`src/rtl/ffpp_pkg.sv`:
```
// Package: shared types, codes and constants of the face frame packet parser.
`default_nettype none
package ffpp_pkg;

   // Field widths
   localparam int unsigned BYTE_W  = 8;
   localparam int unsigned KIND_W  = 4;
   localparam int unsigned WORD_W  = 32;
   localparam int unsigned POS_W   = 32;
   localparam int unsigned WIDX_W  = 6;
   localparam int unsigned ACC_W   = 24;

   // Defaults
   localparam logic [BYTE_W-1:0] VERSION_RESET = 8'd6;
   localparam int unsigned       WEIGHT_COUNT_DEFAULT = 61;

   // Result kinds
   localparam logic [KIND_W-1:0] KIND_DEVICE    = 4'd0;
   localparam logic [KIND_W-1:0] KIND_SUBJECT   = 4'd1;
   localparam logic [KIND_W-1:0] KIND_FRAME     = 4'd2;
   localparam logic [KIND_W-1:0] KIND_SUBFRAME  = 4'd3;
   localparam logic [KIND_W-1:0] KIND_RATE      = 4'd4;
   localparam logic [KIND_W-1:0] KIND_RATE_DEN  = 4'd5;
   localparam logic [KIND_W-1:0] KIND_WEIGHT    = 4'd6;
   localparam logic [KIND_W-1:0] KIND_ERR_VER   = 4'd7;
   localparam logic [KIND_W-1:0] KIND_ERR_COUNT = 4'd8;

   // Parse phase, one-hot
   typedef enum logic [10:0] {
      PH_IDLE     = 11'b000_0000_0001,
      PH_DEV_LEN  = 11'b000_0000_0010,
      PH_DEV_STR  = 11'b000_0000_0100,
      PH_SUBJ_LEN = 11'b000_0000_1000,
      PH_SUBJ_STR = 11'b000_0001_0000,
      PH_FRAME    = 11'b000_0010_0000,
      PH_SUBFRAME = 11'b000_0100_0000,
      PH_RATE     = 11'b000_1000_0000,
      PH_RATE_DEN = 11'b001_0000_0000,
      PH_COUNT    = 11'b010_0000_0000,
      PH_WEIGHTS  = 11'b100_0000_0000
   } phase_type;

   // One result word from the parser to the output register
   typedef struct packed {
      logic              valid;
      logic [KIND_W-1:0] kind;
      logic [WORD_W-1:0] value;
      logic [POS_W-1:0]  position;
      logic              last;
   } result_type;

endpackage
`default_nettype wire

```
`src/rtl/ffpp_if.sv`:
```
// Interfaces: byte input channel and result channel.
`default_nettype none
interface ffpp_req_if;
   logic                          valid;
   logic                          ready;
   logic [ffpp_pkg::BYTE_W-1:0]   packet_byte;
   logic                          packet_start;

   modport source (output valid, output packet_byte, output packet_start, input ready);
   modport sink   (input valid, input packet_byte, input packet_start, output ready);
endinterface

interface ffpp_rsp_if;
   logic                          valid;
   logic                          ready;
   logic [ffpp_pkg::KIND_W-1:0]   kind;
   logic [ffpp_pkg::WORD_W-1:0]   value;
   logic [ffpp_pkg::POS_W-1:0]    position;
   logic                          last;

   modport source (output valid, output kind, output value, output position, output last,
                   input ready);
   modport sink   (input valid, input kind, input value, input position, input last,
                   output ready);
endinterface
`default_nettype wire

```
`src/rtl/face_frame_packet_parser.sv`:
```
// Top level: face frame packet parser, byte input channel to result channel.
`default_nettype none
// Takes one packet byte per cycle and returns registered result words: string
// bytes, header words, weights and error marks. The only loop is the parse state,
// updated once per accepted byte, so a byte is accepted in every cycle while the
// output register drains; a stalled result holds the input off. The user writes
// the expected version via csr_wr_en/csr_wr_data only while idle; unenforced.
module face_frame_packet_parser #(
   parameter int unsigned WEIGHT_COUNT = ffpp_pkg::WEIGHT_COUNT_DEFAULT
) (
   input  wire logic                        clock,
   input  wire logic                        reset,
   input  wire logic                        csr_wr_en,
   input  wire logic [ffpp_pkg::BYTE_W-1:0] csr_wr_data,
   ffpp_req_if.sink                         req,
   ffpp_rsp_if.source                       rsp
);

   ffpp_pkg::result_type res;
   logic                 in_ready;
   logic                 accept;

   assign req.ready = in_ready;
   assign accept    = req.valid && in_ready;

   // Parse core
   ffpp_parser #(
      .WEIGHT_COUNT(WEIGHT_COUNT)
   ) u_parser (
      .clock       (clock),
      .reset       (reset),
      .csr_wr_en   (csr_wr_en),
      .csr_wr_data (csr_wr_data),
      .accept      (accept),
      .in_byte     (req.packet_byte),
      .in_start    (req.packet_start),
      .res         (res)
   );

   // Result register
   ffpp_out_reg u_out (
      .clock    (clock),
      .reset    (reset),
      .accept   (accept),
      .res      (res),
      .in_ready (in_ready),
      .rsp      (rsp)
   );

endmodule
`default_nettype wire

```
`src/rtl/ffpp_parser.sv`:
```
// Parser: phase tracking, word assembly and result decode for one accepted byte per cycle.
`default_nettype none
module ffpp_parser #(
   parameter int unsigned WEIGHT_COUNT = ffpp_pkg::WEIGHT_COUNT_DEFAULT
) (
   input  wire logic                        clock,
   input  wire logic                        reset,
   input  wire logic                        csr_wr_en,
   input  wire logic [ffpp_pkg::BYTE_W-1:0] csr_wr_data,
   input  wire logic                        accept,
   input  wire logic [ffpp_pkg::BYTE_W-1:0] in_byte,
   input  wire logic                        in_start,
   output ffpp_pkg::result_type             res
);

   ffpp_pkg::phase_type              phase_ff, phase_in;
   logic [1:0]                       biw_ff, biw_in;
   logic [ffpp_pkg::ACC_W-1:0]       acc_ff, acc_in;
   logic [ffpp_pkg::WORD_W-1:0]      remain_ff, remain_in;
   logic [ffpp_pkg::POS_W-1:0]       spos_ff, spos_in;
   logic [ffpp_pkg::WIDX_W-1:0]      widx_ff, widx_in;
   logic [ffpp_pkg::BYTE_W-1:0]      ver_ff;

   logic                             word_done;
   logic [ffpp_pkg::WORD_W-1:0]      word;
   logic                             weight_last;

   // Shift one byte into the word assembler
   assign word_done = (biw_ff == 2'd3);
   assign word      = {acc_ff, in_byte};

   // Final weight when index + 1 reaches the count
   assign weight_last = ({1'b0, widx_ff} + 7'd1) >= 7'(WEIGHT_COUNT);

   // Next state and result decode
   always_comb begin
      phase_in  = phase_ff;
      biw_in    = biw_ff;
      acc_in    = acc_ff;
      remain_in = remain_ff;
      spos_in   = spos_ff;
      widx_in   = widx_ff;
      res       = '0;

      if (in_start) begin
         biw_in    = '0;
         acc_in    = '0;
         remain_in = '0;
         spos_in   = '0;
         widx_in   = '0;
         if (in_byte != ver_ff) begin
            phase_in     = ffpp_pkg::PH_IDLE;
            res.valid    = 1'b1;
            res.kind     = ffpp_pkg::KIND_ERR_VER;
            res.value    = {{(ffpp_pkg::WORD_W-ffpp_pkg::BYTE_W){1'b0}}, in_byte};
            res.last     = 1'b1;
         end else begin
            phase_in = ffpp_pkg::PH_DEV_LEN;
         end
      end else begin
         unique case (phase_ff)
            ffpp_pkg::PH_IDLE: begin
            end
            ffpp_pkg::PH_DEV_LEN,
            ffpp_pkg::PH_SUBJ_LEN: begin
               if (word_done) begin
                  biw_in    = '0;
                  acc_in    = '0;
                  remain_in = word;
                  spos_in   = '0;
                  if (phase_ff == ffpp_pkg::PH_DEV_LEN) begin
                     phase_in = (word == '0) ? ffpp_pkg::PH_SUBJ_LEN : ffpp_pkg::PH_DEV_STR;
                  end else begin
                     phase_in = (word == '0) ? ffpp_pkg::PH_FRAME : ffpp_pkg::PH_SUBJ_STR;
                  end
               end else begin
                  biw_in = biw_ff + 2'd1;
                  acc_in = {acc_ff[ffpp_pkg::ACC_W-ffpp_pkg::BYTE_W-1:0], in_byte};
               end
            end
            ffpp_pkg::PH_DEV_STR,
            ffpp_pkg::PH_SUBJ_STR: begin
               res.valid    = 1'b1;
               res.kind     = (phase_ff == ffpp_pkg::PH_DEV_STR) ? ffpp_pkg::KIND_DEVICE
                                                                 : ffpp_pkg::KIND_SUBJECT;
               res.value    = {{(ffpp_pkg::WORD_W-ffpp_pkg::BYTE_W){1'b0}}, in_byte};
               res.position = spos_ff;
               spos_in      = spos_ff + 32'd1;
               remain_in    = remain_ff - 32'd1;
               if (remain_ff == 32'd1) begin
                  phase_in = (phase_ff == ffpp_pkg::PH_DEV_STR) ? ffpp_pkg::PH_SUBJ_LEN
                                                                : ffpp_pkg::PH_FRAME;
               end
            end
            ffpp_pkg::PH_FRAME,
            ffpp_pkg::PH_SUBFRAME,
            ffpp_pkg::PH_RATE,
            ffpp_pkg::PH_RATE_DEN: begin
               if (word_done) begin
                  biw_in    = '0;
                  acc_in    = '0;
                  res.valid = 1'b1;
                  res.value = word;
                  if (phase_ff == ffpp_pkg::PH_FRAME) begin
                     res.kind = ffpp_pkg::KIND_FRAME;
                     phase_in = ffpp_pkg::PH_SUBFRAME;
                  end else if (phase_ff == ffpp_pkg::PH_SUBFRAME) begin
                     res.kind = ffpp_pkg::KIND_SUBFRAME;
                     phase_in = ffpp_pkg::PH_RATE;
                  end else if (phase_ff == ffpp_pkg::PH_RATE) begin
                     res.kind = ffpp_pkg::KIND_RATE;
                     phase_in = ffpp_pkg::PH_RATE_DEN;
                  end else begin
                     res.kind = ffpp_pkg::KIND_RATE_DEN;
                     phase_in = ffpp_pkg::PH_COUNT;
                  end
               end else begin
                  biw_in = biw_ff + 2'd1;
                  acc_in = {acc_ff[ffpp_pkg::ACC_W-ffpp_pkg::BYTE_W-1:0], in_byte};
               end
            end
            ffpp_pkg::PH_COUNT: begin
               if (in_byte != 8'(WEIGHT_COUNT)) begin
                  phase_in  = ffpp_pkg::PH_IDLE;
                  res.valid = 1'b1;
                  res.kind  = ffpp_pkg::KIND_ERR_COUNT;
                  res.value = {{(ffpp_pkg::WORD_W-ffpp_pkg::BYTE_W){1'b0}}, in_byte};
                  res.last  = 1'b1;
               end else begin
                  widx_in  = '0;
                  phase_in = ffpp_pkg::PH_WEIGHTS;
               end
            end
            ffpp_pkg::PH_WEIGHTS: begin
               if (word_done) begin
                  biw_in       = '0;
                  acc_in       = '0;
                  res.valid    = 1'b1;
                  res.kind     = ffpp_pkg::KIND_WEIGHT;
                  res.value    = word;
                  res.position = {{(ffpp_pkg::POS_W-ffpp_pkg::WIDX_W){1'b0}}, widx_ff};
                  res.last     = weight_last;
                  if (weight_last) begin
                     phase_in = ffpp_pkg::PH_IDLE;
                  end else begin
                     widx_in = widx_ff + 6'd1;
                  end
               end else begin
                  biw_in = biw_ff + 2'd1;
                  acc_in = {acc_ff[ffpp_pkg::ACC_W-ffpp_pkg::BYTE_W-1:0], in_byte};
               end
            end
            default: begin
               phase_in = ffpp_pkg::PH_IDLE;
            end
         endcase
      end
   end

   // Advance parse state on each accepted byte
   always_ff @(posedge clock) begin
      if (reset) begin
         phase_ff  <= ffpp_pkg::PH_IDLE;
         biw_ff    <= '0;
         acc_ff    <= '0;
         remain_ff <= '0;
         spos_ff   <= '0;
         widx_ff   <= '0;
      end else if (accept) begin
         phase_ff  <= phase_in;
         biw_ff    <= biw_in;
         acc_ff    <= acc_in;
         remain_ff <= remain_in;
         spos_ff   <= spos_in;
         widx_ff   <= widx_in;
      end
   end

   // Hold the expected version
   always_ff @(posedge clock) begin
      if (reset) begin
         ver_ff <= ffpp_pkg::VERSION_RESET;
      end else if (csr_wr_en) begin
         ver_ff <= csr_wr_data;
      end
   end

`ifndef SYNTH
   a_err_is_last: assert property (@(posedge clock) disable iff (reset)
      res.valid && (res.kind == ffpp_pkg::KIND_ERR_VER ||
                    res.kind == ffpp_pkg::KIND_ERR_COUNT) |-> res.last)
      else $error("error result without last");

   a_biw_in_word_phase: assert property (@(posedge clock) disable iff (reset)
      (biw_ff != 2'd0) |-> (phase_ff == ffpp_pkg::PH_DEV_LEN ||
                            phase_ff == ffpp_pkg::PH_SUBJ_LEN ||
                            phase_ff == ffpp_pkg::PH_FRAME ||
                            phase_ff == ffpp_pkg::PH_SUBFRAME ||
                            phase_ff == ffpp_pkg::PH_RATE ||
                            phase_ff == ffpp_pkg::PH_RATE_DEN ||
                            phase_ff == ffpp_pkg::PH_WEIGHTS))
      else $error("partial word outside a word phase");

   a_string_nonempty: assert property (@(posedge clock) disable iff (reset)
      (phase_ff == ffpp_pkg::PH_DEV_STR || phase_ff == ffpp_pkg::PH_SUBJ_STR)
         |-> (remain_ff != '0))
      else $error("string phase with nothing remaining");

   a_widx_range: assert property (@(posedge clock) disable iff (reset)
      ({1'b0, widx_ff} < 7'(WEIGHT_COUNT)))
      else $error("weight index past count");
`endif

endmodule
`default_nettype wire

```
`src/rtl/ffpp_out_reg.sv`:
```
// Output register: holds one result word and drives the result channel.
`default_nettype none
module ffpp_out_reg (
   input  wire logic                 clock,
   input  wire logic                 reset,
   input  wire logic                 accept,
   input  wire ffpp_pkg::result_type res,
   output logic                      in_ready,
   ffpp_rsp_if.source                rsp
);

   logic                            valid_ff;
   logic [ffpp_pkg::KIND_W-1:0]     kind_ff;
   logic [ffpp_pkg::WORD_W-1:0]     value_ff;
   logic [ffpp_pkg::POS_W-1:0]      pos_ff;
   logic                            last_ff;

   // Take a new word when the register is empty or drains this cycle
   assign in_ready = !valid_ff || rsp.ready;

   // Valid flag
   always_ff @(posedge clock) begin
      if (reset) begin
         valid_ff <= 1'b0;
      end else if (accept) begin
         valid_ff <= res.valid;
      end else if (rsp.ready) begin
         valid_ff <= 1'b0;
      end
   end

   // Payload
   always_ff @(posedge clock) begin
      if (accept && res.valid) begin
         kind_ff  <= res.kind;
         value_ff <= res.value;
         pos_ff   <= res.position;
         last_ff  <= res.last;
      end
   end

   assign rsp.valid    = valid_ff;
   assign rsp.kind     = kind_ff;
   assign rsp.value    = value_ff;
   assign rsp.position = pos_ff;
   assign rsp.last     = last_ff;

`ifndef SYNTH
   a_load_sets_valid: assert property (@(posedge clock) disable iff (reset)
      accept && res.valid |=> valid_ff)
      else $error("loaded result not presented");

   a_no_overwrite: assert property (@(posedge clock) disable iff (reset)
      valid_ff && !rsp.ready |=> valid_ff && $stable(value_ff) && $stable(kind_ff))
      else $error("pending result lost");

   a_empty_load: assert property (@(posedge clock) disable iff (reset)
      accept && !res.valid |=> !valid_ff)
      else $error("result shown for a word without one");
`endif

endmodule
`default_nettype wire

```
`src/flat_wrapper.sv`:
```
// flat-port wrapper written by rule: the top's interface ports become plain ports
module face_frame_packet_parser_flat 
#(
   parameter int unsigned WEIGHT_COUNT = ffpp_pkg::WEIGHT_COUNT_DEFAULT
)
  (clock, reset, csr_wr_en, csr_wr_data, req_valid, req_packet_byte, req_packet_start, req_ready, rsp_valid, rsp_kind, rsp_value, rsp_position, rsp_last, rsp_ready);
  ffpp_req_if req_i ();
  ffpp_rsp_if rsp_i ();
  input  wire logic clock;
  input  wire logic reset;
  input  wire logic csr_wr_en;
  input  wire logic [ffpp_pkg::BYTE_W-1:0] csr_wr_data;
  input wire logic [$bits(req_i.valid)-1:0] req_valid;
  input wire logic [$bits(req_i.packet_byte)-1:0] req_packet_byte;
  input wire logic [$bits(req_i.packet_start)-1:0] req_packet_start;
  output wire logic [$bits(req_i.ready)-1:0] req_ready;
  output wire logic [$bits(rsp_i.valid)-1:0] rsp_valid;
  output wire logic [$bits(rsp_i.kind)-1:0] rsp_kind;
  output wire logic [$bits(rsp_i.value)-1:0] rsp_value;
  output wire logic [$bits(rsp_i.position)-1:0] rsp_position;
  output wire logic [$bits(rsp_i.last)-1:0] rsp_last;
  input wire logic [$bits(rsp_i.ready)-1:0] rsp_ready;
  assign req_i.valid = req_valid;
  assign req_i.packet_byte = req_packet_byte;
  assign req_i.packet_start = req_packet_start;
  assign req_ready = req_i.ready;
  assign rsp_valid = rsp_i.valid;
  assign rsp_kind = rsp_i.kind;
  assign rsp_value = rsp_i.value;
  assign rsp_position = rsp_i.position;
  assign rsp_last = rsp_i.last;
  assign rsp_i.ready = rsp_ready;
  face_frame_packet_parser #(.WEIGHT_COUNT(WEIGHT_COUNT)) u_core (.clock(clock), .reset(reset), .csr_wr_en(csr_wr_en), .csr_wr_data(csr_wr_data), .req(req_i), .rsp(rsp_i));
endmodule
```
`config.mk`:
```
export PLATFORM = sky130hd
export DESIGN_NAME = face_frame_packet_parser_flat
export DESIGN_NICKNAME = d
export VERILOG_FILES = /design/src/rtl/ffpp_pkg.sv /design/src/rtl/ffpp_if.sv /design/src/rtl/face_frame_packet_parser.sv /design/src/rtl/ffpp_parser.sv /design/src/rtl/ffpp_out_reg.sv /design/src/flat_wrapper.sv
export SDC_FILE = /design/constraint.sdc
export NUM_CORES = 1
export LEC_CHECK = 0
export ABC_AREA = 1
export BUFFER_PORTS_ARGS = -buffer_cell sky130_fd_sc_hd__buf_2
export CAP_MARGIN = 20
export CORE_AREA = 2 2 150 152
export CTS_CLUSTER_DIAMETER = 100
export DETAILED_ROUTE_END_ITERATION = 10
export DIE_AREA = 0 0 152 154
export GPL_TIMING_DRIVEN = 0
export PLACE_DENSITY = 0.76
export SYNTH_ARGS = -nofsm -noshare
export SYNTH_HDL_FRONTEND = slang
export SYNTH_SLANG_ARGS = --single-unit
export TNS_END_PERCENT = 30
```
`constraint.sdc`:
```
create_clock -name clock -period 3.1 [get_ports clock]
set_input_delay 0.31 -clock clock [delete_from_list [all_inputs] [get_ports clock]]
set_output_delay 0.31 -clock clock [all_outputs]
set_load 0.05 [all_outputs]
```
==> metrics.cfg, run 1 <==
[outcome]
run_status=completed

[power]
switching_share_pct=30.8
pwr-share-clk_pct=39.5
seq_power_share_pct=45.8
p_per_area_mw_per_mm2=518
power_frac_comb_pct=14.6
cell_internal_pwr_uw=3980
ir_drop_mv=0.402
p_sw_uw=1770
p_leak_uw=0.00434

[critical_path]
cp_slowest_cell=nand2_1
critical_path_required_ns=3.23
cp_max_fo=17
worstPathCellList=inv_1 > nand2_1 > nor3_1 > nand3_1 > nand2_1 > inv_1 > nand4_1 > nand3_1 > clkinvlp_4 > buf_4
endpoint_kind=register
cpPeakStageDelay_ns=0.42
startpoint_type=register
cp_num_buf_inv=4
crit_family=simple AND/OR/NAND/NOR gates
cp.arrival_ns=3.07
worstSetupPathType=reg -> reg

[cells_and_area]
final_cells=1732
fillers=2098
diodes=0
syn_to_final_growth_pct=15.3
fin_area_mm2=0.0111
drive_gt1_share_pct=12.4
final_nets=1467

[drt]
drt_pass1_iterations=5
vias_per_cell=5.39
drtAntennaViolNets=0
drt-initial-drc-count=894
wl_per_cell_um=15.4
routed_wl_mm=26.7
num_vias=9338
remaining_drc_errors=0

[sta]
layout_worst_path_cycle_share_pct=94.8
fin_skew_ns=0.0104
slew_headroom_pct=53.2
finalCriticalPeriod_ns=2.94
report.final.slew_viol_count=0
timing.final.ws_setup_ns=0.160
max_freq_mhz=340
finalHoldViolCount=0
tightestPinTransition_ns=0.702
rsz0062_at_grt=no
setup_violations=0

[synthesis]
syn_nets=1353
synth.most_common_cell=nand2_1
ys_seq_area_share_pct=45.6
ys_top_cells_by_area=dfxtp_1, edfxtp_1, nand2_1
synthesis.area_mm2=0.00963
async_flop_share_pct=0
yosysTopAreaCell=dfxtp_1
synth_edf_count=69
avgSynthCellArea_um2=7.27
syn_inst=1325
ys_warn_count=0
ys_ff_latch=185
synth_cell_types=43
synth_top_area_share_pct=24.1
synthTopCellsByCount=nand2_1, nor2_1, inv_1
synthFlopType=dfxtp_1

[placement]
dp_slack_ns=-0.195
hpwl_mm=19.7
port_buffers=92
dp_cells=1698
gp_congestion=0.916
placed_area_mm2=0.0105

[clock_tree]
cts.path.max_buffers=2
cts.sinks=185
clk_pin_slew_ns=0.08
htree_levels=4
clk_latency_ns=0.45
cts_tree=built
clockRootBuffer=clkbuf_16
cts_hold_buf=0
cts_buffers=17

[die]
ios=93
dieArea_mm2=0.0234
core_area_mm2=0.0217
fp.dieH_um=154
chipWidth_um=152
initial_core_util_pct=44.4
rows=54

[flow_run]
max-cap-violations=0

[global_routing]
grt_pass1_vias=8691
grt_util_all_layers_pct=22.7
grt_max_degree=36
antenna_found_initial=0
overflow=0
grt_pass1_wl_mm=43.2

[worst_hold_path]
min_path_type=in -> reg

layout by cell type (no fill, tap or decap), drive strengths merged:
cell and n:
nand2 316, nor2 179, inv 161, buf 121
dfxtp 116, nand3 116, a21oi 105, edfxtp 69
nor3 65, o21ai 42, clkbuf 40, nand4 35
o211ai 21, xor2 21, ha 6, clkinv 6
o22ai 5, or2 4, nor4 4, clkinvlp 3
xnor2 3, nand3b 2, and3 2, a31oi 2
o21bai 1, o31ai 1, o2111ai 1, o221ai 1
a21o 1, nor3b 1, o21a 1, bufinv 1
through the flow:
step / total power [uW] / utilization, % / hold WS (ns) / TNS, ns
2_1_floorplan: 3290 / - / 0.421 / 0
3_3_place_gp: 3500 / 48.1 / 0.454 / -47.78
3_5_place_dp: 3510 / 48.2 / 0.456 / -6.63
4_1_cts: 5750 / 51.2 / 0.0859 / 0
5_1_grt: 5930 / 51.2 / 0.134 / 0
6_report: 5750 / 51.2 / 0.0841 / 0
kinds of logic after synthesis:
kind of cell,Yosys count,share of synthesized area (%)
DFF,185,45.6
xor gates and xnor gates,24,2.18
adders and majority gates,6,0.780
AOI/OAI and AO/OA,181,10.3
and+or+nand+nor,724,32.5
buffers and inverters,205,8.58
worst paths after layout:
path | slack (ns) | start | to | cells past startpoint
max | 0.16 | u_core.u_parser.phase_ff[7]$_SDFFE_PP0P_ | u_core.u_out.rsp.position[31]$_SDFFCE_PP0P_ | 10
min | 0.08 | csr_wr_data[5] | u_core.u_parser.ver_ff[5]$_SDFFE_PP0P_ | 3
max reg2reg | 0.16 | u_core.u_parser.phase_ff[7]$_SDFFE_PP0P_ | u_core.u_out.rsp.position[31]$_SDFFCE_PP0P_ | 10
min reg2reg | 0.47 | u_core.u_parser.acc_ff[20]$_SDFFE_PP0P_ | u_core.u_parser.acc_ff[20]$_SDFFE_PP0P_ | 2
layout make-up:
type,count,area (um2),share of cell area (%)
buffer,50,239,2.15
timing repair buffer,94,488,4.40
multi-input combinational,935,4410,39.7
inverter,155,591,5.32
tap,280,350,3.16
clock inverter,15,199,1.79
timing repair inverter,1,7.51,0.0676
clock buffer,17,425,3.83
sequential,185,4390,39.6
power by group through the flow:
| stage | clock [uW] | combinational [uW] | sequential [uW] |
|---|---|---|---|
| floorplan | 0 | 467 | 2830 |
| CTS | 2280 | 831 | 2630 |
| global route | 2370 | 917 | 2640 |
| detailed placement | 0 | 823 | 2690 |
| global placement | 0 | 812 | 2690 |
| finish | 2270 | 842 | 2630 |
sequential cells by signal, summed over array words and instances (netlist names), 6 cells and up:
name / flops
u_core.u_parser.phase_ff: 11
u_core.u_parser.widx_ff: 6
u_core.u_parser.acc_ff: 24
u_core.u_out.rsp.position: 32
u_core.u_parser.spos_ff: 32
u_core.u_parser.remain_ff: 32
u_core.u_parser.ver_ff: 8
u_core.u_out.rsp.value: 32
layer usage:
| metal | vias to the layer above | global-route usage, % | wire, um |
|---|---|---|---|
| li1 | 4605 | - | - |
| met1 | 4292 | 29.3 | 11600 |
| met2 | 373 | 37.6 | 12300 |
| met3 | 68 | 4.17 | 1930 |
| met4 | 0 | 9.39 | 838 |
| met5 | - | 0 | 0 |
what timing repair did:
action | CTS | global route
endpoints found under the setup margin | 35 | 0
setup buffers | 1 | 0
gates resized for setup | 1 | 0
worst register-to-register path: stages (launching register included):
cell,delay [ns]
dfxtp_1,0.32
inv_1,0.08
nand2_1,0.09
nor3_1,0.25
nand3_1,0.14
nand2_1,0.42
inv_1,0.33
nand4_1,0.20
nand3_1,0.29
clkinvlp_4,0.22
buf_4,0.27
Power figures use the tool's default switching activity.
==> run 2, diff against run 1 <==
--- a/config.mk
+++ b/config.mk
@@ -7,13 +7,12 @@
 export LEC_CHECK = 0
 export ABC_AREA = 1
 export BUFFER_PORTS_ARGS = -buffer_cell sky130_fd_sc_hd__buf_2
-export CAP_MARGIN = 20
-export CORE_AREA = 2 2 150 152
+export CORE_AREA = 2 2 189 191
 export CTS_CLUSTER_DIAMETER = 100
 export DETAILED_ROUTE_END_ITERATION = 10
-export DIE_AREA = 0 0 152 154
+export DIE_AREA = 0 0 191 193
 export GPL_TIMING_DRIVEN = 0
-export PLACE_DENSITY = 0.76
+export PLACE_DENSITY = 0.54
 export SYNTH_ARGS = -nofsm -noshare
 export SYNTH_HDL_FRONTEND = slang
 export SYNTH_SLANG_ARGS = --single-unit
==> constraint.sdc (replaced) <==
create_clock -name clock -period 3 [get_ports clock]
set_input_delay 0.3 -clock clock [delete_from_list [all_inputs] [get_ports clock]]
set_output_delay 0.3 -clock clock [all_outputs]
set_load 0.05 [all_outputs]
==> run 2 against run 1 <==
  * Hold slack got worse by 0.028 ns
  * Final cell count increased by 10%
  * Global-route usage fell by 6.1 points
  * Die area grew 57%
  * Critical path type unchanged
  * Largest power group unchanged
  * Highest routed layer is now met5
  * Critical endpoint is now u_core.u_out.rsp.value[28]$_SDFFCE_PP0P_
==> metrics.cfg, run 2 (synthesis results as in run 1) <==
[drt]
drtAntennaViolNets=0
drt_pass1_iterations=5
num_vias=9098
wl_per_cell_um=15.5
drt-initial-drc-count=657
vias_per_cell=4.76
remaining_drc_errors=0
routed_wl_mm=29.6

[cells_and_area]
fin_area_mm2=0.0113
diodes=0
final_cell_mix=nand2_1, nor2_1, inv_1
syn_to_final_growth_pct=17.4
layout_commonest_cell=nand2_1
final_cells=1913
final_nets=1467
drive_gt1_share_pct=12.5

[sta]
finalCriticalPeriod_ns=2.76
finalHoldViolCount=0
slew_headroom_pct=51.9
report.final.slew_viol_count=0
timing.final.ws_setup_ns=0.239
max_freq_mhz=362
fin_skew_ns=0.0133
tightestPinTransition_ns=0.721
layout_worst_path_cycle_share_pct=92.0
rsz0062_at_grt=no
setup_violations=0

[die]
chipWidth_um=191
core_area_mm2=0.0350
rows=69
ios=93
fp.dieH_um=193
dieArea_mm2=0.0369
initial_core_util_pct=27.5

[clock_tree]
clk_latency_ns=0.46
cts_buffers=17
cts_tree=built
cts.sinks=185
cts_hold_buf=0
clk_pin_slew_ns=0.08
cts.path.max_buffers=2
clockRootBuffer=clkbuf_16
htree_levels=4

[critical_path]
endpoint_kind=register
cp_max_fo=16
startpoint_type=register
worstSetupPathType=reg -> reg
reg2reg_slack_ns=0.24
startpoint=u_core.u_parser.phase_ff[2]$_SDFFE_PP0P_
r2r-end=u_core.u_out.rsp.value[28]$_SDFFCE_PP0P_
cp.arrival_ns=2.90
cp-endpoint=u_core.u_out.rsp.value[28]$_SDFFCE_PP0P_
r2r-start=u_core.u_parser.phase_ff[2]$_SDFFE_PP0P_
rr_worst_depth=12
critical_path_required_ns=3.14

[power]
p_sw_uw=1830
pwr-share-clk_pct=38.7
cell_internal_pwr_uw=4060
switching_share_pct=31.1
power_frac_comb_pct=15.1
seq_power_share_pct=46.2
p_leak_uw=0.00433
ir_drop_mv=0.451
power_uw=5900
p_per_area_mw_per_mm2=521

[global_routing]
grt_pass1_vias=8593
grt_pass1_wl_mm=47.2
antenna_found_initial=1
grt_max_degree=38
overflow=0
grt_util_all_layers_pct=16.6

[placement]
dp_cells=1879
gp_congestion=0.879
port_buffers=92
dp_slack_ns=-0.443
placed_area_mm2=0.0107
hpwl_mm=22.4

[flow_run]
max-cap-violations=0

[outcome]
run_status=completed

[worst_hold_path]
min_path_type=in -> reg

run 2: changes by cell type in the layout (fill, tap and decap cells not counted), sizes merged:
cell	delta
bufinv	-1
clkbuf	+1
clkinv	-4
inv	+4
run 2: final cells by class:
| class | instances | area (um2) |
|---|---|---|
| Inverter | 155 | 591 |
| Clock inverter | 14 | 139 |
| Sequential cell | 185 | 4390 |
| Multi-Input combinational cell | 935 | 4420 |
| Buffer | 50 | 239 |
| Timing Repair inverter | 1 | 7.51 |
| Timing Repair Buffer | 94 | 488 |
| Clock buffer | 18 | 450 |
| Tap cell | 461 | 577 |
| Fill cell | 3830 | 23700 |
run 2: worst max-delay path: stages, from the launching register on:
cell        delay [ns]
dfxtp_1           0.34
nor2_2            0.18
nand2_2           0.13
nor2_2            0.19
nand2_1           0.15
inv_1             0.15
nand2_1           0.21
nand2_1           0.13
inv_1             0.06
nand4_1           0.15
nand3_1           0.26
clkinvlp_4        0.19
buf_4             0.27
run 2: through the flow:
step	TNS (ns)	hold slack (ns)	util [%]
3_3_place_gp	-64.16	0.452	30.5
5_1_grt	0	0.0707	32.3
4_1_cts	0	0.0394	32.3
6_report	0	0.0565	32.3
3_5_place_dp	-22.70	0.456	30.6
2_1_floorplan	0	0.411	-
run 2: power by group through the flow:
stage / combinational (uW) / clock [uW] / sequential [uW]
finish: 887 / 2280 / 2720
global route: 979 / 2470 / 2730
CTS: 883 / 2350 / 2720
detailed placement: 876 / 0 / 2780
global placement: 867 / 0 / 2780
floorplan: 482 / 0 / 2920
run 2: repair_timing:
item / CTS / global route
setup endpoints to repair: 69 / 69
cloned: 1 / 0
buffers inserted: 1 / 0
gates resized for setup: 2 / 2
run 2: worst min-delay path by stage:
| stage | startpoint | end | slack (ns) | depth (start not counted) |
|---|---|---|---|---|
| after floorplan | csr_wr_en | u_core.u_parser.ver_ff[1]$_SDFFE_PP1P_ | 0.41 | 1 |
| after global placement | u_core.u_parser.acc_ff[23]$_SDFFE_PP0P_ | u_core.u_parser.acc_ff[23]$_SDFFE_PP0P_ | 0.45 | 2 |
| after detailed placement | u_core.u_parser.acc_ff[23]$_SDFFE_PP0P_ | u_core.u_parser.acc_ff[23]$_SDFFE_PP0P_ | 0.46 | 2 |
| after CTS | csr_wr_data[2] | u_core.u_parser.ver_ff[2]$_SDFFE_PP1P_ | 0.04 | 3 |
| after global routing | csr_wr_data[2] | u_core.u_parser.ver_ff[2]$_SDFFE_PP1P_ | 0.07 | 3 |
| final | csr_wr_data[0] | u_core.u_parser.ver_ff[0]$_SDFFE_PP0P_ | 0.06 | 3 |
run 2: per-layer routing:
| metal | up-vias | global-route usage (%) | wire [um] |
|---|---|---|---|
| met5 | - | 0 | 13 |
| met4 | 2 | 4.50 | 378 |
| met3 | 26 | 3.24 | 1710 |
| met2 | 237 | 27.2 | 13700 |
| met1 | 4218 | 22.3 | 13700 |
| li1 | 4615 | - | - |
==> run 3, diff against run 2 <==
--- a/config.mk
+++ b/config.mk
@@ -7,11 +7,12 @@
 export LEC_CHECK = 0
 export ABC_AREA = 1
 export BUFFER_PORTS_ARGS = -buffer_cell sky130_fd_sc_hd__buf_2
-export CORE_AREA = 2 2 189 191
+export CORE_AREA = 5 5 192 194
 export CTS_CLUSTER_DIAMETER = 100
 export DETAILED_ROUTE_END_ITERATION = 10
-export DIE_AREA = 0 0 191 193
+export DIE_AREA = 0 0 197 199
 export GPL_TIMING_DRIVEN = 0
+export MAX_ROUTING_LAYER = met4
 export PLACE_DENSITY = 0.54
 export SYNTH_ARGS = -nofsm -noshare
 export SYNTH_HDL_FRONTEND = slang
==> run 3 against run 2 <==
  * Via count increased by 0.18%
  * Setup slack gained 0.068 ns
  * First-iteration DRC count rose by 14%
  * Critical path depth unchanged
  * Sequential power about the same
  * Final cell count about the same
  * Critical path type unchanged
  * Critical endpoint is now u_core.u_out.rsp.value[23]$_SDFFCE_PP0P_
==> metrics.cfg, run 3 (synthesis results as in run 1) <==
[cells_and_area]
layout_commonest_cell=nand2_1
final_nets=1467
final_cell_mix=nand2_1, nor2_1, inv_1
syn_to_final_growth_pct=17.4
final_cells=1914
fillers=3876
drive_gt1_share_pct=12.4

[sta]
fin_skew_ns=0.0178
hold_slack_ns=0.0746
tightestPinTransition_ns=0.719
slew_headroom_pct=52.1
timing.final.ws_setup_ns=0.306
max_freq_mhz=371
rsz0062_at_grt=no
finalHoldViolCount=0
layout_worst_path_cycle_share_pct=89.8
setup_violations=0
finalCriticalPeriod_ns=2.69
report.final.slew_viol_count=0
tns_ns=0

[die]
fp.dieH_um=199
chipWidth_um=197
rows=69
dieArea_mm2=0.0392
initial_core_util_pct=27.5
ios=93
core_area_mm2=0.0351

[drt]
drt_pass1_iterations=7
vias_per_cell=4.76
drtAntennaViolNets=0
remaining_drc_errors=0
wl_per_cell_um=15.8
drt-initial-drc-count=748
num_vias=9114
routed_wl_mm=30.2

[global_routing]
grt_pass1_vias=8904
antenna_found_initial=1
grt_max_degree=38
grt_util_all_layers_pct=15.9
overflow=0
grt_pass1_wl_mm=48.2

[clock_tree]
clk_latency_ns=0.45
cts_tree=built
cts.path.max_buffers=2
cts_buffers=17
clockRootBuffer=clkbuf_16
htree_levels=4
cts_hold_buf=0
cts.sinks=185
clk_pin_slew_ns=0.08

[critical_path]
worstPathCellList=nor2_2 > nand2_2 > nor2_2 > nand2_1 > inv_1 > nand2_1 > nand2_1 > inv_1 > nand4_1 > nand3_2 > clkinvlp_4 > buf_4
rr_worst_depth=12
path_depth=12
crit_family=simple AND/OR/NAND/NOR gates
endpoint_kind=register
cp_num_buf_inv=4
cp_slowest_cell=dfxtp_1
cpPeakStageDelay_ns=0.35
cp.arrival_ns=2.82
r2r-start=u_core.u_parser.phase_ff[2]$_SDFFE_PP0P_
cp_max_fo=16
cpMostUsedCell=nand2_1
critical_path_required_ns=3.13
worstSetupPathType=reg -> reg
startpoint=u_core.u_parser.phase_ff[2]$_SDFFE_PP0P_
startpoint_type=register

[power]
power_uw=5890
ir_drop_mv=0.436
power_frac_comb_pct=15.0
p_per_area_mw_per_mm2=521
switching_share_pct=30.0
p_leak_uw=0.00433
p_sw_uw=1770
seq_power_share_pct=46.3
cell_internal_pwr_uw=4120
pwr-share-clk_pct=38.7

[worst_hold_path]
hp-start=csr_wr_data[2]
min_path_type=in -> reg
hold_depth=3

[flow_run]
max-cap-violations=0

[placement]
gp_congestion=0.901
port_buffers=92
dp_slack_ns=-0.380
dp_cells=1879
hpwl_mm=22.9

[outcome]
run_status=completed

[run 3: cell types whose count changed in the layout (fill, tap and decap cells not counted), moves of 2 or more]
cell       delta
inv_6         -5
clkinv_4      +3
clkinv_2      +2
inv_8         -3
clkbuf_16     +2
[run 3: final cells by class]
class	instances	area, um2	share of cell area [%]
Inverter	155	591	5.22
Multi-Input combinational cell	935	4420	39.1
Antenna cell	1	2.50	0.0221
Timing Repair inverter	1	7.51	0.0664
Timing Repair Buffer	94	488	4.32
Sequential cell	185	4390	38.9
Clock buffer	21	504	4.46
Clock inverter	11	85.1	0.753
Tap cell	461	577	5.10
Buffer	50	239	2.11
[run 3: metrics by stage]
stage | utilization [%] | area, um2
detailed placement | 30.5 | 10700
CTS | 32.2 | 11300
finish | 32.2 | 11300
global placement | 30.4 | 10700
global route | 32.2 | 11300
floorplan | - | 9630
[run 3: timing repair]
action | in CTS | in global routing
gates resized for setup | 1 | 2
endpoints found under the hold margin | 0 | 0
setup endpoints to repair | 69 | 69
buffers inserted | 1 | 0
cloned | 1 | 0
[run 3: power groups by stage]
stage | Combinational (uW) | Sequential [uW] | Clock (uW)
after floorplan | 482 | 2920 | 0
final | 884 | 2730 | 2280
after global routing | 975 | 2740 | 2440
after detailed placement | 876 | 2780 | 0
after CTS | 883 | 2730 | 2330
after global placement | 868 | 2790 | 0
[run 3: per-layer routing]
layer | GRT usage (%) | share of wire, % | wire length [um]
met5 | - | 0 | 0
met1 | 20.9 | 46 | 13900
met4 | 4.31 | 1.4 | 416
met3 | 2.52 | 5.8 | 1760
met2 | 25.7 | 47 | 14100
[run 3: worst min-delay path, delay by kind of cell]
kind | cells | cell delay (ns)
AO/OA/AOI/OAI | 2 | 0.11
buffers and inverters | 1 | 0.08
[run 3: final timing paths]
| kind | slack (ns) | endpoint |
|---|---|---|
| min | 0.07 | u_core.u_parser.ver_ff[2]$_SDFFE_PP1P_ |
| min reg2reg | 0.46 | u_core.u_parser.acc_ff[20]$_SDFFE_PP0P_ |
| max reg2reg | 0.31 | u_core.u_out.rsp.value[23]$_SDFFCE_PP0P_ |
| max | 0.31 | u_core.u_out.rsp.value[23]$_SDFFCE_PP0P_ |
